--- src/rtl/etp_pkg.sv ---
// ----------------------------------------------------------------------------
// etp_pkg
// Shared types, widths and constants of the exposure time predictor.
// ----------------------------------------------------------------------------
`default_nettype none

package etp_pkg;

  localparam int SLOPE_FRACTION_BITS = 8;

  localparam int CMD_W   = 2;
  localparam int PULSE_W = 16;
  localparam int MS_W    = 8;
  localparam int ET_W    = 17;
  localparam int CFG_W   = 16;
  localparam int OFS_W   = 13;
  localparam int PRED_W  = 14;
  localparam int IDX_W   = 3;

  localparam logic [PRED_W-1:0] PRED_LIMIT = PRED_W'(9999);

  // divider datapath widths
  localparam int PRD_W  = CFG_W + ET_W;
  localparam int SP_W   = PULSE_W + SLOPE_FRACTION_BITS;
  localparam int DEN_W  = ((SP_W > PRD_W) ? SP_W : PRD_W) + 1;
  localparam int NUM_W  = PRD_W + SLOPE_FRACTION_BITS;
  localparam int N_W    = (((NUM_W + 1) > DEN_W) ? (NUM_W + 1) : DEN_W) + 1;
  localparam int D_W    = DEN_W + 1;
  localparam int QB     = PRED_W;
  localparam int QCNT_W = $clog2(QB);
  localparam int NH_W   = N_W - QB;
  localparam int CMP_W  = (NH_W > D_W) ? NH_W : D_W;
  localparam int P_W    = CFG_W + 1;

  // job queue
  localparam int Q_DEPTH = 2;
  localparam int Q_AW    = $clog2(Q_DEPTH);

  typedef enum logic [CMD_W-1:0] {
    CMD_OFF    = 2'd0,
    CMD_AUTO   = 2'd1,
    CMD_MANUAL = 2'd2,
    CMD_SILENT = 2'd3
  } cmd_t;

  typedef enum logic [IDX_W-1:0] {
    REG_TARGET   = 3'd0,
    REG_INTERVAL = 3'd1,
    REG_HANDICAP = 3'd2,
    REG_OFFSET   = 3'd3,
    REG_MIN      = 3'd4,
    REG_MAX      = 3'd5,
    REG_WARNING  = 3'd6
  } reg_idx_t;

  typedef struct packed {
    logic [CFG_W-1:0]        compare_target;
    logic [CFG_W-1:0]        interval_ms;
    logic [CFG_W-1:0]        slope_handicap;
    logic signed [OFS_W-1:0] prediction_offset;
    logic [CFG_W-1:0]        min_ms;
    logic [CFG_W-1:0]        max_ms;
    logic [CFG_W-1:0]        warning_ms;
  } cfg_t;

  typedef struct packed {
    logic               do_div;
    cmd_t               cmd;
    logic [PULSE_W-1:0] pulses;
    logic [ET_W-1:0]    elapsed;
  } job_t;

  typedef enum logic [2:0] {
    BK_IDLE,
    BK_MUL,
    BK_PREP,
    BK_CHK,
    BK_DIV,
    BK_DONE
  } bk_state_t;

endpackage

`default_nettype wire

--- src/rtl/exposure_time_predictor_top.sv ---
// ----------------------------------------------------------------------------
// exposure_time_predictor_top
// Light meter: window totals of sensor pulses and time, predicted time to
// reach the target count, and indicator lamps.
//
//   channel  ports                                       direction
//   in       in_valid/in_ready, command, pulse, ms       beat in
//   out      out_valid/out_ready, lamps, prediction      beat out
//   cfg      cfg_valid/cfg_ready, cfg_index, cfg_data    register write
//
// A beat that closes no window is queued, then sets the registered out_valid.
// A closing beat goes through BK_MUL, BK_PREP, BK_CHK, the 14 step restoring
// divider and BK_DONE, skipping the divider on quotient overflow or zero divisor.
// Until full, the two entry queue takes beats as the divider runs or out stalls.
// Reset is synchronous; no clearing pass. cfg_ready is always high.
// ----------------------------------------------------------------------------
`default_nettype none

module exposure_time_predictor_top (
  input  wire logic                        clk,
  input  wire logic                        rst_n,
  input  wire logic                        in_valid,
  output logic                             in_ready,
  input  wire logic [etp_pkg::CMD_W-1:0]   in_command,
  input  wire logic [etp_pkg::PULSE_W-1:0] in_pulse_count,
  input  wire logic [etp_pkg::MS_W-1:0]    in_ms_elapsed,
  output logic                             out_valid,
  input  wire logic                        out_ready,
  output logic                             out_lamps_update,
  output logic                             out_lamp_one,
  output logic                             out_lamp_two,
  output logic                             out_prediction_ready,
  output logic [etp_pkg::PRED_W-1:0]       out_predicted_ms,
  input  wire logic                        cfg_valid,
  output logic                             cfg_ready,
  input  wire logic [etp_pkg::IDX_W-1:0]   cfg_index,
  input  wire logic [etp_pkg::CFG_W-1:0]   cfg_data
);
  import etp_pkg::*;

  cfg_t cfg_r, cfg_nxt;
  job_t push_data, pop_data;
  logic push, pop, full, empty;

  assign cfg_ready = 1'b1;

  always_comb begin
    cfg_nxt = cfg_r;
    if (cfg_valid) begin
      unique case (reg_idx_t'(cfg_index))
        REG_TARGET:   cfg_nxt.compare_target    = cfg_data;
        REG_INTERVAL: cfg_nxt.interval_ms       = cfg_data;
        REG_HANDICAP: cfg_nxt.slope_handicap    = cfg_data;
        REG_OFFSET:   cfg_nxt.prediction_offset = $signed(cfg_data[OFS_W-1:0]);
        REG_MIN:      cfg_nxt.min_ms            = cfg_data;
        REG_MAX:      cfg_nxt.max_ms            = cfg_data;
        REG_WARNING:  cfg_nxt.warning_ms        = cfg_data;
        default:      cfg_nxt = cfg_r;
      endcase
    end
  end

  always_ff @(posedge clk) begin
    if (!rst_n) begin
      cfg_r.compare_target    <= '0;
      cfg_r.interval_ms       <= CFG_W'(1);
      cfg_r.slope_handicap    <= '0;
      cfg_r.prediction_offset <= '0;
      cfg_r.min_ms            <= '0;
      cfg_r.max_ms            <= '0;
      cfg_r.warning_ms        <= '0;
    end else begin
      cfg_r <= cfg_nxt;
    end
  end

  etp_front u_front (
    .clk            (clk),
    .rst_n          (rst_n),
    .in_valid       (in_valid),
    .in_ready       (in_ready),
    .in_command     (in_command),
    .in_pulse_count (in_pulse_count),
    .in_ms_elapsed  (in_ms_elapsed),
    .interval_ms    (cfg_r.interval_ms),
    .push           (push),
    .push_data      (push_data),
    .full           (full)
  );

  etp_fifo u_fifo (
    .clk       (clk),
    .rst_n     (rst_n),
    .push      (push),
    .push_data (push_data),
    .full      (full),
    .pop       (pop),
    .pop_data  (pop_data),
    .empty     (empty)
  );

  etp_back u_back (
    .clk                  (clk),
    .rst_n                (rst_n),
    .cfg                  (cfg_r),
    .job                  (pop_data),
    .empty                (empty),
    .pop                  (pop),
    .out_valid            (out_valid),
    .out_ready            (out_ready),
    .out_lamps_update     (out_lamps_update),
    .out_lamp_one         (out_lamp_one),
    .out_lamp_two         (out_lamp_two),
    .out_prediction_ready (out_prediction_ready),
    .out_predicted_ms     (out_predicted_ms)
  );

endmodule

`default_nettype wire

--- src/rtl/etp_fifo.sv ---
// ----------------------------------------------------------------------------
// etp_fifo
// Short job queue between the window tracker and the prediction engine.
// ----------------------------------------------------------------------------
`default_nettype none

module etp_fifo (
  input  wire logic          clk,
  input  wire logic          rst_n,
  input  wire logic          push,
  input  wire etp_pkg::job_t push_data,
  output logic               full,
  input  wire logic          pop,
  output etp_pkg::job_t      pop_data,
  output logic               empty
);
  import etp_pkg::*;

  job_t              mem [Q_DEPTH];
  logic [Q_AW-1:0]   wr_ptr_r, wr_ptr_nxt;
  logic [Q_AW-1:0]   rd_ptr_r, rd_ptr_nxt;
  logic [Q_AW:0]     count_r, count_nxt;
  logic              do_push, do_pop;

  assign full     = (count_r == (Q_AW+1)'(Q_DEPTH));
  assign empty    = (count_r == '0);
  assign do_push  = push && !full;
  assign do_pop   = pop && !empty;
  assign pop_data = mem[rd_ptr_r];

  always_comb begin
    wr_ptr_nxt = do_push ? wr_ptr_r + 1'b1 : wr_ptr_r;
    rd_ptr_nxt = do_pop ? rd_ptr_r + 1'b1 : rd_ptr_r;
    count_nxt  = count_r;
    if (do_push && !do_pop) begin
      count_nxt = count_r + 1'b1;
    end else if (do_pop && !do_push) begin
      count_nxt = count_r - 1'b1;
    end
  end

  always_ff @(posedge clk) begin
    if (do_push) begin
      mem[wr_ptr_r] <= push_data;
    end
  end

  always_ff @(posedge clk) begin
    if (!rst_n) begin
      wr_ptr_r <= '0;
      rd_ptr_r <= '0;
      count_r  <= '0;
    end else begin
      wr_ptr_r <= wr_ptr_nxt;
      rd_ptr_r <= rd_ptr_nxt;
      count_r  <= count_nxt;
    end
  end

endmodule

`default_nettype wire

--- src/rtl/etp_front.sv ---
// ----------------------------------------------------------------------------
// etp_front
// Takes input beats, keeps the measuring window and its totals, and queues
// one job per beat: a closing window asks for a prediction.
// ----------------------------------------------------------------------------
`default_nettype none

module etp_front (
  input  wire logic                        clk,
  input  wire logic                        rst_n,
  input  wire logic                        in_valid,
  output logic                             in_ready,
  input  wire logic [etp_pkg::CMD_W-1:0]   in_command,
  input  wire logic [etp_pkg::PULSE_W-1:0] in_pulse_count,
  input  wire logic [etp_pkg::MS_W-1:0]    in_ms_elapsed,
  input  wire logic [etp_pkg::CFG_W-1:0]   interval_ms,
  output logic                             push,
  output etp_pkg::job_t                    push_data,
  input  wire logic                        full
);
  import etp_pkg::*;

  logic               window_open_r, window_open_nxt;
  logic [PULSE_W-1:0] pulse_total_r, pulse_total_nxt;
  logic [ET_W-1:0]    elapsed_total_r, elapsed_total_nxt;
  logic [PULSE_W:0]   psum;
  logic [PULSE_W-1:0] psat;
  logic [ET_W-1:0]    esum;
  logic               accept;
  cmd_t               cmd;

  assign in_ready = !full;
  assign accept   = in_valid && in_ready;
  assign push     = accept;
  assign cmd      = cmd_t'(in_command);

  assign psum = {1'b0, pulse_total_r} + {1'b0, in_pulse_count};
  assign psat = psum[PULSE_W] ? {PULSE_W{1'b1}} : psum[PULSE_W-1:0];
  assign esum = elapsed_total_r + ET_W'(in_ms_elapsed);

  always_comb begin
    window_open_nxt   = window_open_r;
    pulse_total_nxt   = pulse_total_r;
    elapsed_total_nxt = elapsed_total_r;
    push_data.do_div  = 1'b0;
    push_data.cmd     = cmd;
    push_data.pulses  = psat;
    push_data.elapsed = esum;
    if (accept && cmd != CMD_OFF) begin
      if (!window_open_r) begin
        window_open_nxt   = 1'b1;
        pulse_total_nxt   = '0;
        elapsed_total_nxt = '0;
      end else begin
        pulse_total_nxt   = psat;
        elapsed_total_nxt = esum;
        if (esum >= ET_W'(interval_ms)) begin
          window_open_nxt  = 1'b0;
          push_data.do_div = 1'b1;
        end
      end
    end
  end

  always_ff @(posedge clk) begin
    if (!rst_n) begin
      window_open_r   <= 1'b0;
      pulse_total_r   <= '0;
      elapsed_total_r <= '0;
    end else begin
      window_open_r   <= window_open_nxt;
      pulse_total_r   <= pulse_total_nxt;
      elapsed_total_r <= elapsed_total_nxt;
    end
  end

endmodule

`default_nettype wire

--- src/rtl/etp_back.sv ---
// ----------------------------------------------------------------------------
// etp_back
// Prediction engine: two multipliers, a 14 step restoring divider with
// saturation, the lamp decision and the output register.
// ----------------------------------------------------------------------------
`default_nettype none

module etp_back (
  input  wire logic          clk,
  input  wire logic          rst_n,
  input  wire etp_pkg::cfg_t cfg,
  input  wire etp_pkg::job_t job,
  input  wire logic          empty,
  output logic               pop,
  output logic               out_valid,
  input  wire logic          out_ready,
  output logic               out_lamps_update,
  output logic               out_lamp_one,
  output logic               out_lamp_two,
  output logic               out_prediction_ready,
  output logic [etp_pkg::PRED_W-1:0] out_predicted_ms
);
  import etp_pkg::*;

  bk_state_t          state_r, state_nxt;
  cmd_t               cmd_r, cmd_nxt;
  logic [PULSE_W-1:0] pulses_r, pulses_nxt;
  logic [ET_W-1:0]    elapsed_r, elapsed_nxt;
  logic [PRD_W-1:0]   prod_t_r, prod_t_nxt;
  logic [PRD_W-1:0]   prod_h_r, prod_h_nxt;
  logic [N_W-1:0]     n_r, n_nxt;
  logic [D_W-1:0]     d_r, d_nxt;
  logic [D_W-1:0]     rem_r, rem_nxt;
  logic [QB-1:0]      nlo_r, nlo_nxt;
  logic [QB-1:0]      q_r, q_nxt;
  logic [QCNT_W-1:0]  cnt_r, cnt_nxt;

  logic               ov_r, ov_nxt;
  logic               upd_r, upd_nxt;
  logic               l1_r, l1_nxt;
  logic               l2_r, l2_nxt;
  logic               rdy_r, rdy_nxt;
  logic [PRED_W-1:0]  pred_r, pred_nxt;

  logic               slot_free;
  logic [DEN_W-1:0]   den;
  logic [NH_W-1:0]    nh;
  logic [D_W:0]       trial;
  logic [D_W:0]       diff;
  logic [PRED_W-1:0]  pred;
  logic signed [P_W-1:0] p_val;
  logic signed [P_W-1:0] min_s;
  logic signed [P_W-1:0] max_s;

  assign slot_free = !ov_r || out_ready;
  assign den   = DEN_W'({pulses_r, {SLOPE_FRACTION_BITS{1'b0}}}) + DEN_W'(prod_h_r);
  assign nh    = n_r[N_W-1:QB];
  assign trial = {rem_r, nlo_r[QB-1]};
  assign diff  = trial - {1'b0, d_r};
  assign pred  = (q_r > PRED_LIMIT) ? PRED_LIMIT : q_r;
  assign p_val = $signed(P_W'(pred)) + P_W'(cfg.prediction_offset);
  assign min_s = $signed({1'b0, cfg.min_ms});
  assign max_s = $signed({1'b0, cfg.max_ms});

  always_comb begin
    state_nxt   = state_r;
    cmd_nxt     = cmd_r;
    pulses_nxt  = pulses_r;
    elapsed_nxt = elapsed_r;
    prod_t_nxt  = prod_t_r;
    prod_h_nxt  = prod_h_r;
    n_nxt       = n_r;
    d_nxt       = d_r;
    rem_nxt     = rem_r;
    nlo_nxt     = nlo_r;
    q_nxt       = q_r;
    cnt_nxt     = cnt_r;
    ov_nxt      = ov_r && !out_ready;
    upd_nxt     = upd_r;
    l1_nxt      = l1_r;
    l2_nxt      = l2_r;
    rdy_nxt     = rdy_r;
    pred_nxt    = pred_r;
    pop         = 1'b0;
    unique case (state_r)
      BK_IDLE: begin
        if (!empty) begin
          if (job.do_div) begin
            pop         = 1'b1;
            cmd_nxt     = job.cmd;
            pulses_nxt  = job.pulses;
            elapsed_nxt = job.elapsed;
            state_nxt   = BK_MUL;
          end else if (slot_free) begin
            pop      = 1'b1;
            ov_nxt   = 1'b1;
            upd_nxt  = (job.cmd == CMD_OFF);
            l1_nxt   = 1'b0;
            l2_nxt   = 1'b0;
            rdy_nxt  = 1'b0;
            pred_nxt = '0;
          end
        end
      end
      BK_MUL: begin
        prod_t_nxt = PRD_W'(cfg.compare_target) * PRD_W'(elapsed_r);
        prod_h_nxt = PRD_W'(cfg.slope_handicap) * PRD_W'(elapsed_r);
        state_nxt  = BK_PREP;
      end
      BK_PREP: begin
        // N = 2*num + den, D = 2*den gives round half up
        n_nxt     = N_W'({prod_t_r, {SLOPE_FRACTION_BITS{1'b0}}, 1'b0}) + N_W'(den);
        d_nxt     = {den, 1'b0};
        state_nxt = BK_CHK;
      end
      BK_CHK: begin
        if (d_r == '0 || CMP_W'(nh) >= CMP_W'(d_r)) begin
          q_nxt     = PRED_LIMIT;
          state_nxt = BK_DONE;
        end else begin
          rem_nxt   = D_W'(nh);
          nlo_nxt   = n_r[QB-1:0];
          q_nxt     = '0;
          cnt_nxt   = QCNT_W'(QB - 1);
          state_nxt = BK_DIV;
        end
      end
      BK_DIV: begin
        if (!diff[D_W]) begin
          rem_nxt = diff[D_W-1:0];
          q_nxt   = {q_r[QB-2:0], 1'b1};
        end else begin
          rem_nxt = trial[D_W-1:0];
          q_nxt   = {q_r[QB-2:0], 1'b0};
        end
        nlo_nxt = {nlo_r[QB-2:0], 1'b0};
        cnt_nxt = cnt_r - 1'b1;
        if (cnt_r == '0) begin
          state_nxt = BK_DONE;
        end
      end
      BK_DONE: begin
        if (slot_free) begin
          ov_nxt   = 1'b1;
          rdy_nxt  = 1'b1;
          pred_nxt = pred;
          upd_nxt  = 1'b0;
          l1_nxt   = 1'b0;
          l2_nxt   = 1'b0;
          unique case (cmd_r)
            CMD_MANUAL: begin
              upd_nxt = 1'b1;
              if (p_val <= max_s && p_val >= min_s) begin
                l1_nxt = 1'b1;
                l2_nxt = 1'b1;
              end else if (p_val < min_s) begin
                l2_nxt = 1'b1;
              end else begin
                l1_nxt = 1'b1;
              end
            end
            CMD_AUTO: begin
              upd_nxt = 1'b1;
              l1_nxt  = ({2'b0, pred} >= cfg.warning_ms);
            end
            CMD_OFF, CMD_SILENT: begin
              upd_nxt = 1'b0;
            end
          endcase
          state_nxt = BK_IDLE;
        end
      end
      default: state_nxt = BK_IDLE;
    endcase
  end

  always_ff @(posedge clk) begin
    if (!rst_n) begin
      state_r <= BK_IDLE;
      ov_r    <= 1'b0;
    end else begin
      state_r <= state_nxt;
      ov_r    <= ov_nxt;
    end
  end

  always_ff @(posedge clk) begin
    cmd_r     <= cmd_nxt;
    pulses_r  <= pulses_nxt;
    elapsed_r <= elapsed_nxt;
    prod_t_r  <= prod_t_nxt;
    prod_h_r  <= prod_h_nxt;
    n_r       <= n_nxt;
    d_r       <= d_nxt;
    rem_r     <= rem_nxt;
    nlo_r     <= nlo_nxt;
    q_r       <= q_nxt;
    cnt_r     <= cnt_nxt;
    upd_r     <= upd_nxt;
    l1_r      <= l1_nxt;
    l2_r      <= l2_nxt;
    rdy_r     <= rdy_nxt;
    pred_r    <= pred_nxt;
  end

  assign out_valid            = ov_r;
  assign out_lamps_update     = upd_r;
  assign out_lamp_one         = l1_r;
  assign out_lamp_two         = l2_r;
  assign out_prediction_ready = rdy_r;
  assign out_predicted_ms     = pred_r;

  a_pred_limit: assert property (@(posedge clk) disable iff (!rst_n)
    ov_r |-> pred_r <= PRED_LIMIT)
    else $error("prediction above limit");

  a_pred_zero: assert property (@(posedge clk) disable iff (!rst_n)
    ov_r && !rdy_r |-> pred_r == '0)
    else $error("prediction without closed window");

  a_lamps_idle: assert property (@(posedge clk) disable iff (!rst_n)
    ov_r && !upd_r |-> !l1_r && !l2_r)
    else $error("lamps lit without update");

  a_rem_bound: assert property (@(posedge clk) disable iff (!rst_n)
    state_r == BK_DIV |-> rem_r < d_r)
    else $error("divider remainder out of range");

endmodule

`default_nettype wire
--- config.mk ---
export PLATFORM = sky130hd
export DESIGN_NAME = exposure_time_predictor_top
export DESIGN_NICKNAME = d
export VERILOG_FILES = /design/src/rtl/etp_pkg.sv /design/src/rtl/exposure_time_predictor_top.sv /design/src/rtl/etp_fifo.sv /design/src/rtl/etp_front.sv /design/src/rtl/etp_back.sv
export SDC_FILE = /design/constraint.sdc
export NUM_CORES = 2
export LEC_CHECK = 0
export BUFFER_PORTS_ARGS = -buffer_cell sky130_fd_sc_hd__buf_2
export CAP_MARGIN = 20
export CORE_MARGIN = 2
export CORE_UTILIZATION = 45
export DETAILED_ROUTE_END_ITERATION = 16
export GPL_TIMING_DRIVEN = 0
export PLACE_DENSITY = 0.6
export SLEW_MARGIN = 5
export SYNTH_ARGS = -nofsm -noshare
export SYNTH_HDL_FRONTEND = slang
export SYNTH_HIERARCHICAL = 1
export SYNTH_SLANG_ARGS = --single-unit
--- constraint.sdc ---
create_clock -name clk -period 10.35 [get_ports clk]
set_input_delay 0.5175 -clock clk [delete_from_list [all_inputs] [get_ports clk]]
set_output_delay 0.5175 -clock clk [all_outputs]
set_load 0.01 [all_outputs]
==> metrics.cfg <==
[status]
status=complete, no violations

[timing]
setup-violations-final=0
grt_setup_unrepaired=false
fin_tns_setup_ps=0
post-route-period-util=0.8023
fin_worst_skew_ps=72.44
report.final.slew_viol_count=0
fmax_ghz=0.1204
post-route-min-period_ps=8304
final-hold-violation-count=0
tightest_slew_ps=1067
slew_headroom=0.2885

[die]
die_h_um=313.7
rows=113
dieArea_um2=98420
die_w_um=313.7
start_util=0.4544
core_area_um2=95010
ioPinCount=71

[placed_design]
place.detailed.hpwl_mm=91.76
gp_congestion=0.9413
port_buffers=69

[clocking]
cts_made_buffers=52
cts_resized=0
cts.sinks=478
postCtsSetupRepairBufs=0
clk-insertion-delay-late_ps=660
cts.clk_slew.worst_paths_ps=60
cts_tree=yes
htreeDepth=2
ctsLongestPathBuffers=3
root_buffer=clkbuf_16
postCtsHoldBufs=0

[global_route]
grt_pass1_vias=31132
grt-ovfl-total=0
grt_pass1_wl_mm=177.5
antenna_found_initial=4
grt_max_degree=38
grt_use_total=0.2325

[route]
first_pass_iters=6
drtIter0Drc=2234
routed_via_density=5.327
wl_per_cell_um=19.50
wl_met3_mm=6.556
wl_met1_mm=51.84
routed_wl_mm=113.4
met2_length_mm=50.56
via_count=30962
highest_layer=met4
drtAntennaViolNets=0
drc_errors=0

[critical_path]
slowest_delay_ps=700
crit_type=flop to flop
cp-end-kind=flop
cp.required_ps=10660
crit_top_cell=fa_1
path_cells=clkbuf_1 -> nand2_1 -> fa_1 -> inv_1 -> fa_1 -> fa_1 -> fa_1 -> inv_1 -> fa_1 -> inv_1 -> fa_1 -> ha_1 -> a21o_1 -> a21oi_1 -> o21ai_0 -> a32oi_1 -> a31oi_1 -> a41oi_1 -> nor3_1 -> a2111oi_0 -> a21oi_1 -> xor2_1
cp-start-kind=flop
cpLargestDelayFamily=adder cells
worst-path-max-fanout=10
cp_data_arrival_time_ps=8620
critPathBufInv=4
crit_slowest_cell=a2111oi_0

[power]
p_comb_frac=0.424
p_per_area_nw_per_um2=175.7
switching_share=0.3939
power_leakage_nw=21.38
seqPwrFrac=0.341
p_int_w=0.005018
finalPower_w=0.008279
p_clk_frac=0.235
switchingPower_w=0.003261
vdd_drop_max_uv=146.1

[synth]
synth_sequential_area_ratio=0.2973
synthArstFlopShare=0
mappedNetlistArea_um2=43170
avgSynthCellArea_um2=9.890
syn_nets=5253
synth_edf_count=326
synth_ff_type=edfxtp_1
yosys_warnings=6
syn_inst=4365
ys_ff_latch=478
synth.distinct_cells=96

[final_layout]
drive_gt1_frac=0.06137
final_common_cell=nand2_1
final_nets=5393
layout.cells.most_common_list=nand2_1, inv_1, fa_1
nFillCells=8884
area_growth_syn_to_layout_pct=9.133

[job]
cap_violations=0

[min_path]
hold_path_class=input pin to flop

==> cell families (layout without fill, tap and decap cells) <==
group                      count (synthesis)  count (layout)  share of synthesized area
and+or+nand+nor                         1292            1292                     0.1434
AOI/OAI and AO/OA                        616             616                    0.09336
xor gates and xnor gates                 183             183                    0.03713
other                                      1               2                 0.00008687
buffers and inverters                    778             959                    0.06976
adders and majority gates                838             838                     0.3163
muxes                                    179             179                    0.04272
DFF                                      478             478                     0.2973
==> power by group through the flow <==
stage          registers, W  clock network [W]  logic (W)
2_1_floorplan       0.00280                  0    0.00236
3_3_place_gp        0.00292                  0    0.00338
3_5_place_dp        0.00286                  0    0.00346
4_1_cts             0.00282            0.00199    0.00350
5_1_grt             0.00285            0.00206    0.00387
6_report            0.00282            0.00194    0.00351
==> Yosys cell counts, types with 46 or more instances <==
cell type / count / area share
and2_1: 241 / 0.035
fa_1: 422 / 0.20
o21ai_0: 81 / 0.0094
xor2_1: 52 / 0.011
clkbuf_1: 133 / 0.012
nor2_1: 126 / 0.011
a21o_1: 83 / 0.014
a21oi_1: 173 / 0.020
inv_1: 607 / 0.053
mux2i_1: 140 / 0.032
ha_1: 416 / 0.12
edfxtp_1: 326 / 0.23
nand2_1: 628 / 0.055
o21a_1: 46 / 0.0080
dfxtp_1: 152 / 0.070
xnor2_1: 131 / 0.027
==> registers in the layout, summed over array words and instances, names as in the netlist, 2 cells and up, named ones only <==
signal and count:
u_back/out_predicted_ms 14, u_fifo/mem 72, u_back/state_r 3, u_back/q_r 14, u_back/pulses_r 16, u_fifo/count_r 2, cfg_r 109, u_back/d_r 25
u_back/rem_r 35, u_front/elapsed_total_r 17, u_back/prod_h_r 33, u_front/pulse_total_r 16, u_back/elapsed_r 17, u_back/cnt_r 4, u_back/cmd_r 2, u_back/n_r 43
u_back/nlo_r 14, u_back/prod_t_r 33
==> through the flow <==
stage	instances	hold WS [ps]	setup slack (ps)	util	area (µm²)
after floorplan	4365	400.3	3412	-	43170
after global placement	5699	404.3	676.4	0.4747	45100
after detailed placement	5716	405.4	2286	0.4771	45330
after CTS	5811	150.5	2155	0.4958	47110
after global routing	5811	160.0	1709	0.4958	47110
final	5812	188.7	2046	0.4959	47110
==> area by class of cell <==
type	count	area, µm²	area share
well taps	1265	1583	0.03360
flip-flops and latches	478	12830	0.2724
repair buffers	86	553.0	0.01174
clock inverters	24	316.6	0.006719
inverters	609	2286	0.04852
multi-input cells	3109	27350	0.5805
plain buffers	169	725.7	0.01540
clock buffers	71	1465	0.03110
diodes	1	2.502	0.00005312
==> per-layer routing <==
layer / vias up / GRT usage
met4: 0 / 0.08515
li1: 14788 / -
met5: - / 0
met1: 15136 / 0.3221
met3: 214 / 0.03734
met2: 824 / 0.3684
==> path summary, 6_finish.rpt <==
path	to	start	slack, ps	cells past startpoint
setup reg to reg	u_back/prod_h_r[31]	u_back/elapsed_r[7]	2050	22
hold / removal	u_fifo/mem[0][33]	in_command[0]	190	2
setup / recovery	u_back/prod_h_r[31]	u_back/elapsed_r[7]	2050	22
hold reg to reg	u_back/n_r[6]	u_back/prod_h_r[6]	420	0
Power figures use the tool's default switching activity.
